`src/sv/vector4_normalize_defines.svh`:
```
// Assertion macros for vector4_normalize, the one file that carries checks.
`ifndef VECTOR4_NORMALIZE_DEFINES_SVH
`define VECTOR4_NORMALIZE_DEFINES_SVH

// Checks a property on the rising clock edge, ignored while reset is high.
`define VN_ASSERT(lbl, prop, msg) \
  lbl: assert property (@(posedge clk) disable iff (rst) prop) else $error(msg);

// Checks a property on the rising clock edge, reset included.
`define VN_ASSERT_ALWAYS(lbl, prop, msg) \
  lbl: assert property (@(posedge clk) prop) else $error(msg);

`endif

```
`src/sv/vn_pkg.sv`:
```
package vn_pkg;

  // Component and result widths.
  localparam int CW = 32;
  localparam int FB = 30;
  localparam int UW = FB + 2;
  localparam int MW = CW;
  localparam int LW = CW + 1;
  localparam int PW = 2 * MW;
  localparam int SW = 2 * LW;
  localparam int QW = FB + 1;
  localparam int LANES = 4;

  // Pipeline depths of the root and divider units.
  localparam int SQ_STEPS = LW;
  localparam int DIV_STEPS = QW;

  // Request data carried alongside the root unit.
  typedef struct packed {
    logic [LANES-1:0]         neg;
    logic [LANES-1:0][MW-1:0] mag;
  } side_t;

  // Request data carried alongside the divider lanes.
  typedef struct packed {
    logic             valid;
    logic             zero;
    logic [LANES-1:0] neg;
    logic [LW-1:0]    len;
  } tail_t;

endpackage

```
`src/sv/vn_div_lane.sv`:
```
module vn_div_lane
  import vn_pkg::*;
(
  input  logic          clk,
  input  logic          en,
  input  logic [MW-1:0] mag_in,
  input  logic [LW-1:0] len_in,
  output logic [QW-1:0] quot_out
);

  logic [LW-1:0] rem  [0:DIV_STEPS];
  logic [LW-1:0] dvs  [0:DIV_STEPS];
  logic [QW-1:0] quot [0:DIV_STEPS];

  assign rem[0]  = LW'(mag_in);
  assign dvs[0]  = len_in;
  assign quot[0] = '0;

  // Restoring division, one quotient bit per stage. The first stage gives
  // the integer bit, so it compares the magnitude without doubling it.
  for (genvar j = 0; j < DIV_STEPS; j++) begin : g_step
    logic [LW:0] cur;
    logic        take;

    if (j == 0) begin : g_first
      assign cur = {1'b0, rem[j]};
    end else begin : g_next
      assign cur = {rem[j], 1'b0};
    end

    assign take = cur >= {1'b0, dvs[j]};

    always_ff @(posedge clk) begin
      if (en) begin
        rem[j+1]  <= take ? LW'(cur - {1'b0, dvs[j]}) : LW'(cur);
        dvs[j+1]  <= dvs[j];
        quot[j+1] <= {quot[j][QW-2:0], take};
      end
    end
  end

  assign quot_out = quot[DIV_STEPS];

endmodule

```
`config.mk`:
```
export PLATFORM = sky130hd
export DESIGN_NAME = vn_div_lane
export DESIGN_NICKNAME = d
export VERILOG_FILES = /design/src/sv/vector4_normalize_defines.svh /design/src/sv/vn_pkg.sv /design/src/sv/vn_div_lane.sv
export SDC_FILE = /design/constraint.sdc
export NUM_CORES = 2
export LEC_CHECK = 0
export ABC_AREA = 0
export ABC_CLOCK_PERIOD_IN_PS = 8380
export BUFFER_PORTS_ARGS = -buffer_cell sky130_fd_sc_hd__buf_2
export CORE_MARGIN = 10
export CORE_UTILIZATION = 55
export CTS_CLUSTER_SIZE = 28
export DETAILED_ROUTE_END_ITERATION = 10
export PLACE_DENSITY = 0.71
export SYNTH_ARGS = -nofsm -noshare
export SYNTH_HDL_FRONTEND = slang
export SYNTH_SLANG_ARGS = --single-unit
```
`constraint.sdc`:
```
create_clock -name clk -period 8.38 [get_ports clk]
set_clock_uncertainty 0.2 [all_clocks]
set_input_delay 1.676 -clock clk [delete_from_list [all_inputs] [get_ports clk]]
set_output_delay 1.676 -clock clk [all_outputs]
set_load 0.03 [all_outputs]
```
==> out/metrics.yaml <==
status: "finished, final reports clean"
dpl.hpwl_mm: 231
vias: 92600
portBuffers: 97
met2_usage_pct: 35.4
worstSkewPairLatency_ns: 0.95
viasPerCell: 5.85
finalSetupTns_ns: 0
synth_edf_count: 2476
worst_slew_margin_rel_pct: 15.8
overflow: 0
synth.most_common_cell: "edfxtp_1"
dieHeight_um: 522
cts_buffers: 294
hp-class: "reg2reg"
grt_max_degree: 156
final.period_utilization_pct: 63.2
antenna_found_initial: 3
p_leak_nw: 62.1
gp_congestion: 0.923
final_nets: 13400
routed_wire_length_per_instance_um: 19.8
root_buffer: "clkbuf_16"
drc_errors: 0
grtUsageMet1_pct: 32.2
setup_viol: 0
ys_top_cells_by_area: "edfxtp_1 54%, ha_1 9.2%, a21oi_1 3.6%"
synth.ff_latch_count: 2476
min_period_ns: 5.30
tritoncts: "done"
core_area_mm2: 0.251
maxCapViolations: 0
fp-row-count: 184
critPathKind: "reg2reg"
place_inst: 15300
ir_drop_v: 0.000256
endpoint_kind: "flop"
synth-main-ff-cell: "edfxtp_1"
synthesis.instances: 12100
regToRegSetupSlack_ns: 3.08
ys_types: 95
grtUsageTotal_pct: 22.3
use_met3_pct: 3.62
cellPowerDensity_mw_per_mm2: 401
synth_common_cells: "2476 x edfxtp_1, 1265 x inv_1, 1021 x ha_1"
power_mw: 61.0
drive_gt1_share_pct: 9.01
synth_top_area_share_pct: 53.7
crit_fanout: 54
synthArstFlopShare_pct: 0
timing.hold.ws_ns: 0.188
path_clk_slew_ns: 0.06
post_cts_buffers: 0
die_w_um: 522
cts_num_sinks: 2476
crit_required_ns: 8.88
start_util_pct: 55.2
ant_nets: 0
die_area_mm2: 0.272
start_kind: "flop"
cts_buffer_depth: 4
htreeDepth: 5
area_delta_synth_final_pct: 9.69
timing.fmax_mhz: 189
hold_violations: 0
cts_resized: 0
ys_seq_area_share_pct: 53.7
yosysWarnings: 0
grt_pass1_vias: 89500
rsz0062_at_grt: "no"
io_pins: 98
synth_nets: 13200
yosysTopAreaCell: "edfxtp_1"
dr.pass1.iters: 6
finalMaxSlewViolations: 0
drt_iter0_drc: 8604
grt_pass1_wl_mm: 494
final_core_utilization_pct: 60.5
tightest_slew_ns: 1.26
fin_cells: 15800
hold_buffers: 0
syn_area_mm2: 0.138
busiest_layer: "met2"
cp.arrival_ns: 5.80
wl_mm: 313
synth.avg_cell_area_um2: 11.4
==> metrics by stage <==
| stage | cell area, um^2 | setup slack [ns] |
|---|---|---|
| global placement | 143000 | 2.60 |
| detailed placement | 143000 | 2.64 |
| CTS | 152000 | 3.17 |
| finish | 152000 | 3.08 |
| floorplan | 138000 | 3.62 |
| global route | 152000 | 2.84 |
==> registers in the layout, summed over array words and instances, names as in the netlist <==
signal / count
dvs: 990
quot_out: 31
g_step.cur: 990
quot: 465
==> layout make-up <==
type                    count  area [um^2]
repair buffers            157         1100
clock inverters           174         1680
fillers                 20000        99000
diodes                      1         2.50
clock buffers             333         7590
multi-input cells        8067        58300
inverters                1265         4750
flip-flops and latches   2476        74400
well taps                3348         4190
==> metal layers <==
layer / wire length [um] / vias to the layer above
met5: 0 / -
met4: 6480 / 0
met3: 19300 / 491
met2: 143000 / 2693
met1: 144000 / 44700
li1: - / 44700
==> layout by cell type (no fill, tap or decap), types with 427 or more instances in the layout <==
cell type	n
nand2_1	804
mux2_2	427
inv_1	1265
edfxtp_1	2476
a21oi_1	981
ha_1	1021
nor2_1	572
xnor2_1	537
o21ai_0	806
a21o_1	521
==> cell families (layout without fill, tap and decap cells) <==
kind of cell / count (synthesis) / in the layout / share of synthesized area [%]
compound gates: 3231 / 3231 / 14.6
flops: 2476 / 2476 / 53.7
simple gates: 2460 / 2460 / 8.48
buf+inv: 1554 / 1929 / 4.39
fa+ha+maj: 1051 / 1051 / 9.66
xor+xnor: 865 / 865 / 5.47
mux: 460 / 460 / 3.76
other cells: 0 / 1 / 0
==> critical path, stage by stage, from the launching register on <==
cell	delay [ns]
edfxtp_1	0.48
fa_1	0.50
nor2b_1	0.14
o21a_1	0.15
o21ai_0	0.15
a211o_1	0.34
o211a_1	0.27
o31ai_1	0.89
a21oi_1	0.32
o21ai_0	0.31
a211o_2	0.84
mux2_2	0.44
==> report_power, final <==
part           switching [mW]  leakage (nW)  internal [mW]
Combinational            15.7          33.4           12.3
Sequential               2.01          24.2           18.5
Clock                    5.00          4.54           7.39
==> path summary, 6_finish.rpt <==
check	depth (start not counted)	endpoint	startpoint
setup reg to reg	11	g_step[22].cur[13]	dvs[330]
setup / recovery	11	g_step[22].cur[13]	dvs[330]
hold / removal	0	quot[748]	quot[778]
hold reg to reg	0	quot[748]	quot[778]
No activity file was read; power rests on OpenSTA's default activity.
